`config.mk`:
```
export PLATFORM = sky130hd
export DESIGN_NAME = stbs_search_ctrl
export DESIGN_NICKNAME = d
export VERILOG_FILES = /design/src/rtl/core/stbs_pkg.sv /design/src/rtl/core/stbs_probe_cmp.sv /design/src/rtl/core/stbs_search_ctrl.sv
export SDC_FILE = /design/constraint.sdc
export NUM_CORES = 1
export LEC_CHECK = 0
export ABC_AREA = 1
export BUFFER_PORTS_ARGS = -buffer_cell sky130_fd_sc_hd__buf_4
export CORE_MARGIN = 2
export CORE_UTILIZATION = 46
export CTS_CLUSTER_SIZE = 8
export DETAILED_ROUTE_END_ITERATION = 12
export GPL_TIMING_DRIVEN = 0
export HOLD_SLACK_MARGIN = 0.02
export PLACE_DENSITY = 0.71
export SETUP_SLACK_MARGIN = 0.15
export SLEW_MARGIN = 20
export SYNTH_ARGS = -nofsm -noshare
export SYNTH_HDL_FRONTEND = slang
export SYNTH_SLANG_ARGS = --single-unit
export TNS_END_PERCENT = 10
```
`constraint.sdc`:
```
create_clock -name clock -period 7.88 [get_ports clock]
set_input_delay 0.394 -clock clock [delete_from_list [all_inputs] [get_ports clock]]
set_output_delay 0.394 -clock clock [all_outputs]
set_load 0.01 [all_outputs]
```
`src/rtl/core/stbs_pkg.sv`:
```
`timescale 1ns / 1ps
// ----------------------------------------------------------------------------
// Sky tile search package
// Widths, request codes and shared types of the sky tile binary search.
// ----------------------------------------------------------------------------
package stbs_pkg;

   localparam int TABLE_DEPTH = 4096;
   localparam int ADDR_W      = $clog2(TABLE_DEPTH);
   localparam int PTR_W       = ADDR_W + 1;
   localparam int COUNT_W     = 13;
   localparam int SPAN_W      = (PTR_W > COUNT_W) ? PTR_W : COUNT_W;
   localparam int INDEX_W     = 12;
   localparam int RA_W        = 29;
   localparam int DEC_W       = 28;

   localparam logic FUNC_LOAD  = 1'b0;
   localparam logic FUNC_QUERY = 1'b1;

   typedef struct packed {
      logic [RA_W-1:0]         ra_low;
      logic [RA_W-1:0]         ra_high;
      logic signed [DEC_W-1:0] dec_low;
      logic signed [DEC_W-1:0] dec_high;
   } tile_type;

   typedef struct packed {
      logic below;
      logic above;
   } probe_type;

endpackage

```
`src/rtl/core/stbs_probe_cmp.sv`:
```
`timescale 1ns / 1ps
// ----------------------------------------------------------------------------
// Probe comparator
// Places the point before, after or inside one tile: Dec first, then RA.
// ----------------------------------------------------------------------------
module stbs_probe_cmp (
   input  stbs_pkg::tile_type                  tile,
   input  logic [stbs_pkg::RA_W-1:0]           point_ra,
   input  logic signed [stbs_pkg::DEC_W-1:0]   point_dec,
   output stbs_pkg::probe_type                 result
);

   logic dec_lt;
   logic dec_ge;
   logic ra_lt;
   logic ra_ge;

   assign dec_lt = point_dec <  tile.dec_low;
   assign dec_ge = point_dec >= tile.dec_high;
   assign ra_lt  = point_ra  <  tile.ra_low;
   assign ra_ge  = point_ra  >= tile.ra_high;

   // The lower Dec bound wins over everything; the RA lower bound wins over
   // the RA upper bound.
   assign result.below = dec_lt | (~dec_ge & ra_lt);
   assign result.above = ~dec_lt & (dec_ge | (~ra_lt & ra_ge));

endmodule

```
`src/rtl/core/stbs_search_ctrl.sv`:
```
`timescale 1ns / 1ps
// ----------------------------------------------------------------------------
// Search sequencer
// Runs the bisection, one memory read and one compare per probe, and holds
// the result register.
// ----------------------------------------------------------------------------
module stbs_search_ctrl (
   input  logic                                clock,
   input  logic                                reset,
   input  logic                                req_valid,
   output logic                                req_ready,
   input  logic                                req_func,
   input  logic [stbs_pkg::RA_W-1:0]           req_point_ra,
   input  logic signed [stbs_pkg::DEC_W-1:0]   req_point_dec,
   input  logic [stbs_pkg::COUNT_W-1:0]        brick_count,
   output logic                                rd_en,
   output logic [stbs_pkg::ADDR_W-1:0]         rd_addr,
   input  stbs_pkg::tile_type                  rd_data,
   output logic                                rsp_valid,
   input  logic                                rsp_ready,
   output logic                                rsp_found,
   output logic [stbs_pkg::INDEX_W-1:0]        rsp_tile_index
);

   localparam logic [1:0] S_IDLE = 2'd0;
   localparam logic [1:0] S_READ = 2'd1;
   localparam logic [1:0] S_CMP  = 2'd2;
   localparam logic [1:0] S_DONE = 2'd3;

   logic [1:0] state_ff, state_in;

   logic [stbs_pkg::PTR_W-1:0]         lo_ff, lo_in;
   logic [stbs_pkg::PTR_W-1:0]         hi_ex_ff, hi_ex_in;
   logic [stbs_pkg::ADDR_W-1:0]        mid_ff, mid_in;
   logic [stbs_pkg::RA_W-1:0]          point_ra_ff, point_ra_in;
   logic signed [stbs_pkg::DEC_W-1:0]  point_dec_ff, point_dec_in;
   logic                               hit_ff, hit_in;

   logic                               rsp_valid_ff, rsp_valid_in;
   logic                               rsp_found_ff, rsp_found_in;
   logic [stbs_pkg::INDEX_W-1:0]       rsp_index_ff, rsp_index_in;

   logic [stbs_pkg::SPAN_W-1:0]                    count_wide;
   logic [stbs_pkg::PTR_W-1:0]                     count_sat;
   logic [stbs_pkg::PTR_W:0]                       mid_sum;
   logic [stbs_pkg::ADDR_W-1:0]                    mid;
   logic [stbs_pkg::ADDR_W+stbs_pkg::INDEX_W-1:0]  mid_pad;
   logic                                           out_free;
   stbs_pkg::probe_type                            probe;

   stbs_probe_cmp u_cmp (
      .tile      (rd_data),
      .point_ra  (point_ra_ff),
      .point_dec (point_dec_ff),
      .result    (probe)
   );

   // A count above the table depth is clipped to the depth.
   assign count_wide = stbs_pkg::SPAN_W'(brick_count);
   assign count_sat  = (count_wide > stbs_pkg::SPAN_W'(stbs_pkg::TABLE_DEPTH)) ?
                       stbs_pkg::PTR_W'(stbs_pkg::TABLE_DEPTH) :
                       count_wide[stbs_pkg::PTR_W-1:0];

   // The upper bound is exclusive, so the midpoint is (lo + hi_ex - 1) / 2.
   assign mid_sum = {1'b0, lo_ff} + {1'b0, hi_ex_ff} - (stbs_pkg::PTR_W+1)'(1);
   assign mid     = mid_sum[stbs_pkg::ADDR_W:1];
   assign mid_pad = {{stbs_pkg::INDEX_W{1'b0}}, mid_ff};

   assign out_free  = ~rsp_valid_ff | rsp_ready;
   assign req_ready = (state_ff == S_IDLE);
   assign rd_en     = (state_ff == S_READ) && (lo_ff < hi_ex_ff);
   assign rd_addr   = mid;

   always_comb begin
      state_in     = state_ff;
      lo_in        = lo_ff;
      hi_ex_in     = hi_ex_ff;
      mid_in       = mid_ff;
      point_ra_in  = point_ra_ff;
      point_dec_in = point_dec_ff;
      hit_in       = hit_ff;
      rsp_valid_in = rsp_valid_ff & ~rsp_ready;
      rsp_found_in = rsp_found_ff;
      rsp_index_in = rsp_index_ff;
      unique case (state_ff)
         S_IDLE: begin
            if (req_valid && req_func == stbs_pkg::FUNC_QUERY) begin
               lo_in        = '0;
               hi_ex_in     = count_sat;
               hit_in       = 1'b0;
               point_ra_in  = req_point_ra;
               point_dec_in = req_point_dec;
               state_in     = S_READ;
            end
         end
         S_READ: begin
            if (lo_ff < hi_ex_ff) begin
               mid_in   = mid;
               state_in = S_CMP;
            end else begin
               state_in = S_DONE;
            end
         end
         S_CMP: begin
            priority if (probe.above) begin
               lo_in    = {1'b0, mid_ff} + stbs_pkg::PTR_W'(1);
               state_in = S_READ;
            end else if (probe.below) begin
               hi_ex_in = {1'b0, mid_ff};
               state_in = S_READ;
            end else begin
               hit_in   = 1'b1;
               state_in = S_DONE;
            end
         end
         S_DONE: begin
            if (out_free) begin
               rsp_valid_in = 1'b1;
               rsp_found_in = hit_ff;
               rsp_index_in = hit_ff ? mid_pad[stbs_pkg::INDEX_W-1:0] : '0;
               state_in     = S_IDLE;
            end
         end
         default: begin
            state_in = S_IDLE;
         end
      endcase
   end

   always_ff @(posedge clock) begin
      if (reset) begin
         state_ff     <= S_IDLE;
         rsp_valid_ff <= 1'b0;
      end else begin
         state_ff     <= state_in;
         rsp_valid_ff <= rsp_valid_in;
      end
   end

   always_ff @(posedge clock) begin
      lo_ff        <= lo_in;
      hi_ex_ff     <= hi_ex_in;
      mid_ff       <= mid_in;
      point_ra_ff  <= point_ra_in;
      point_dec_ff <= point_dec_in;
      hit_ff       <= hit_in;
      rsp_found_ff <= rsp_found_in;
      rsp_index_ff <= rsp_index_in;
   end

   assign rsp_valid      = rsp_valid_ff;
   assign rsp_found      = rsp_found_ff;
   assign rsp_tile_index = rsp_index_ff;

   // The search window never reaches past the table.
   a_window_bound: assert property (@(posedge clock) disable iff (reset)
      (state_ff == S_READ || state_ff == S_CMP) |->
         (hi_ex_ff <= stbs_pkg::PTR_W'(stbs_pkg::TABLE_DEPTH)))
      else $error("search window beyond table depth");

   // The probed slot lies inside the window.
   a_mid_inside: assert property (@(posedge clock) disable iff (reset)
      (state_ff == S_CMP) |->
         (lo_ff <= {1'b0, mid_ff} && {1'b0, mid_ff} < hi_ex_ff))
      else $error("probe outside search window");

   // Every miss shrinks the window, so the search ends.
   a_window_shrinks: assert property (@(posedge clock) disable iff (reset)
      (state_ff == S_CMP && (probe.above || probe.below)) |=>
         ((hi_ex_ff - lo_ff) < ($past(hi_ex_ff) - $past(lo_ff))))
      else $error("search window did not shrink");

   // A result appears only at the end of a search.
   a_result_source: assert property (@(posedge clock) disable iff (reset)
      $rose(rsp_valid_ff) |-> ($past(state_ff) == S_DONE))
      else $error("result raised outside the done state");

endmodule

```
; ---- Yosys cells after proc, flatten, opt, wreduce, memory -nomap -nowiden
; Cells that the tools add are included.
[totals]
reg_bits = 112
input_bits = 189
wordCells = 71
[op_classes]
add_sub_neg = 3
n_lt_le_gt_ge = 6
eq_ne = 9
muxes = 20
bitwise_logic = 12
n_reduce_logical = 11
[ops]
columns = op, n
row1 = $mux 13, 6
row2 = $pmux 13 s2, 2
row3 = $ge 29x29->1, 1
row4 = $lt 29x29->1, 1
row5 = $ge 28x28->1, 1
row6 = $lt 28x28->1, 1
row7 = $add 12x1->13 const B, 1
row8 = $add 13x13->13, 1
row9 = $gt 13x13->1 const B, 1
row10 = $lt 13x13->1, 1
row11 = $sub 13x1->13 const B, 1
row12 = $ne 2x2->1 const B, 5
row13 = $mux 2, 4
row14 = $pmux 2 s4, 1
row15 = $reduce_and 2->1, 4
row16 = $reduce_and 4->1, 2
row17 = $mux 1, 6
row18 = $not 1->1, 5
row19 = $and 1x1->1, 4
row20 = $eq 2x2->1 const B, 2
row21 = $or 1x1->1, 3
row22 = $reduce_and 3->1, 1
row23 = $eq 2x1->1 const B, 1
row24 = $logic_and 1x1->1, 2
row25 = 4 further kinds, 4

; ---- Logic depth before layout (Yosys ltp)
[logic_depth]
word_depth = 7
mapped_depth = 19
depth_no_buf = 19

; ---- Hierarchy
; From an unflattened synthesis, not the netlist that was laid out.
[hier_totals]
hier_cells = 987
area_unflattened_um2 = 8345.5
[by_module_without_submodules]
columns = mod, instances, cells_each, area_per_inst_um2, seq_area_each_um2
row1 = stbs_search_ctrl, 1, 456, 5187.5, 3333.2
row2 = stbs_probe_cmp, 1, 531, 3158.0, 0.0

; ---- Worst setup path before layout
; OpenSTA, ideal clock, no wires.
[synth_path]
kind = input-to-reg
start = input req_valid
end = register hi_ex_ff[0] (netlist bit), enable pin
setup_time_ps = 384
arrival_time_ps = 5408
required_ps = 7496
setup_slack_ps = 2087
path_stages = 4
path_cell_list = nand2_1 > nor3_1 > inv_1 > o21ai_1
[synth_between]
elab_chain_cells = 3
[synth_lines]
columns = element, line
row1 = start: declaration, stbs_search_ctrl.sv:10  ; input logic req_valid,
row2 = $logic_and 1x1->1, stbs_search_ctrl.sv:87  ; if (req_valid && req_func == stbs_pkg::FUNC_QUERY) begin
row3 = $ne 2x1->1 (no source line), n/a
row4 = $reduce_and 4->1 (no source line), n/a
row5 = end signal: assignment, stbs_search_ctrl.sv:142  ; hi_ex_ff <= hi_ex_in;
row6 = end: declaration, stbs_search_ctrl.sv:33  ; logic [stbs_pkg::PTR_W-1:0] hi_ex_ff, hi_ex_in;
; Every way passes these cells.
; A chain may end at the register's enable or synchronous reset.

; ---- Worst setup path in the final report
[layout_path]
start = register lo_ff[1] (netlist bit)
end = output rd_addr[10] (netlist bit)
[layout_between]
elab_chain_cells = 2
[layout_lines]
columns = element, line
row1 = start: declaration, stbs_search_ctrl.sv:32  ; logic [stbs_pkg::PTR_W-1:0] lo_ff, lo_in;
row2 = start signal: assignment, stbs_search_ctrl.sv:141  ; lo_ff <= lo_in;
row3 = $add 13x13->13, stbs_search_ctrl.sv:65  ; assign mid_sum = {1'b0, lo_ff} + {1'b0, hi_ex_ff} - (stbs_pkg::PTR_W+1)'(1);
row4 = $sub 13x1->13, stbs_search_ctrl.sv:65
row5 = end: declaration, stbs_search_ctrl.sv:17  ; output logic [stbs_pkg::ADDR_W-1:0] rd_addr,
; Every way passes these cells.

==> flow_summary.ini <==
[global_routing]
grt_overflow = 0
grt_util_met3_pct = 3.370
use_met2_pct = 36.64
grt_max_degree = 19
busiest_layer = met2
antenna_found_initial = 0
grt_pass1_vias = 6749
grt_pass1_wl_um = 31350
grt_use_met1_pct = 27.82
grtUsageTotal_pct = 21.61

[die]
die-height_um = 136.8
start_util_pct = 46.90
dieArea_um2 = 18710
num_rows = 48
io_pins = 217
core_um2 = 17300
die_w_um = 136.8

[place]
numPortBuffers = 216
place_congestion = 0.8564
post-place-ws_ns = 4.786
dpl-instance-area_um2 = 10090
dp_hpwl_um = 16270

[run]
drv_cap = 0

[timing]
worst_slack_ns = 4.389
setup_viol = 0
period_minus_slack_ns = 3.491
final_max_slew_viol_count = 0
period_share_pct = 44.30
slew_headroom_pct = 39.33
rsz0062_at_grt = false
fin_hold_ws_ns = 0.2126
setup_tns_ns = 0
final_hold_viol_count = 0
tightestPinTransition_ns = 0.9091
worst_clock_skew_ns = 0.01190
fmax_mhz = 286.5

[setup_path]
end_kind = output pin
crit_arrival_ns = 3.10
critPathMostFrequentCell = inv_1
rrSetupSlack_ns = 5.08
crit_slowest_cell = fa_1
critPathKind = reg2out
path_delay_family = adder cells
crit_fanout = 3
crit_chain = inv_1 > ha_1 > inv_1 > ha_1 > inv_1 > fa_1 > o31ai_1 > a21oi_1 > nor2_1 > o21ai_1 > nand2_1 > xor2_1 > buf_4
critical_path_required_ns = 7.49
worstSetupStartpointType = register
critPathBufInv = 4
slowest_delay_ns = 0.43

[routing]
drc_errors = 0
avgRoutedWirePerCell_um = 14.05
vias = 6749
dr.pass1.iters = 6
dr.first_iter.drc_count = 328
wl_um = 19530
drtAntennaViolNets = 0
via_per_inst = 4.855

[cts]
htreeDepth = 3
ctsHoldBuffers = 0
root_buffer = clkbuf_16
insertion_delay_ns = 0.36
cts_tree = done
clkSinkCount = 112
clockBufferDepth = 2
post_cts_buffers = 0
cts_resized = 0
path_clk_slew_ns = 0.07
cts_inserted_buffers = 9

[final_layout]
drive_above_1_share_pct = 22.23
diodes = 0
layout_common_cells = 229 x inv_1, 221 x buf_4, 151 x nand2_1, 147 x ha_1, 109 x edfxtp_1
areaGrowthSynthToFinish_pct = 28.35
layout.nets = 1497
fill_cells = 1556
post-route-cell-area_um2 = 10410
final_common_cell = inv_1

[synth]
synth.top_cell.area_share_pct = 40.35
ys_seq_elements = 112
synth_cells = 926
ys_seq_area_share_pct = 41.09
syn_area_um2 = 8113
ys_types = 36
yosys.area.top_type = edfxtp_1
syn_area_per_cell_um2 = 8.761
syn-num-nets = 1263
ys_top_cells_by_area = edfxtp_1 40%, ha_1 23%, inv_1 11%, nand2_1 7.0%, a21oi_1 4.7%
yosysWarnings = 0

[hold_path]
hold_class = in2reg

[power]
p_leak_nw = 5.487
power_mw = 1.751
max-vdd-ir-drop_mv = 0.09918
powerDensity_nw_per_um2 = 168.1

[status]
status = finished clean
power by group:
group / internal [mW] / switching [mW] / total, mW
clock: 0.288 / 0.217 / 0.505
combinational: 0.233 / 0.274 / 0.507
sequential: 0.714 / 0.0251 / 0.739
total: 1.23 / 0.516 / 1.75
cell type report:
type	count	area (um^2)	area share (%)
multi-input cells	575	3895	37.41
clock inverters	5	80.08	0.7690
plain buffers	5	20.02	0.1923
flip-flops and latches	112	3333	32.01
repair buffers	223	1682	16.15
inverters	234	878.3	8.435
well taps	225	281.5	2.704
clock buffers	11	242.7	2.331
state kept, by name, indices dropped and copies added (netlist names):
name and cells:
point_ra_ff 29, point_dec_ff 28, hi_ex_ff 13, lo_ff 13, mid_ff 12, rsp_tile_index 12, state_ff 2, hit_ff 1
rsp_found 1, rsp_valid 1
cells by family (layout without fill, tap and decap cells):
family,count (synthesis),in the layout,synth area share [%]
adders and majority gates,148,148,22.92
AOI/OAI and AO/OA,124,124,8.020
DFF,112,112,41.09
xor gates and xnor gates,12,12,1.295
buffers and inverters,239,478,11.07
and+or+nand+nor,291,291,15.61
per-layer routing:
layer  vias to the layer above  part of all wire [%]
met3                        33                   6.6
li1                       3498                     -
met2                       196                    46
met1                      3022                    45
met4                         0                   2.5
met5                         -                     0
stage by stage:
step	util [%]	instances
after CTS	60.20	1390
after detailed placement	58.33	1374
after global placement	57.91	1367
after floorplan	-	926
final	60.20	1390
after global routing	60.20	1390
cells in the mapped netlist (all sizes together):
cell type,number
inv,233
nand2,154
ha,147
edfxtp,109
a21oi,76
nor2,66
o21ai,36
nand3,32
nand4,16
nor3,14
xor2,8
nor4,5
clkbuf,4
xnor2,4
a21o,3
dfxtp,3
o21a,3
o21bai,3
or2,2
a31oi,1
and2,1
buf,1
clkinv,1
fa,1
nand3b,1
o311ai,1
o31ai,1
path summary, 6_finish.rpt:
path | endpoint | depth (start not counted) | from
min | point_dec_ff[24]$_DFFE_PP_ | 1 | req_point_dec[24]
min reg2reg | rsp_valid$_SDFF_PP0_ | 2 | rsp_valid$_SDFF_PP0_
max | rd_addr[10] | 13 | lo_ff[1]$_SDFFCE_PN0P_
max reg2reg | hi_ex_ff[8]$_DFFE_PP_ | 12 | point_dec_ff[25]$_DFFE_PP_
Note: power is estimated with default switching activity, not from simulation.
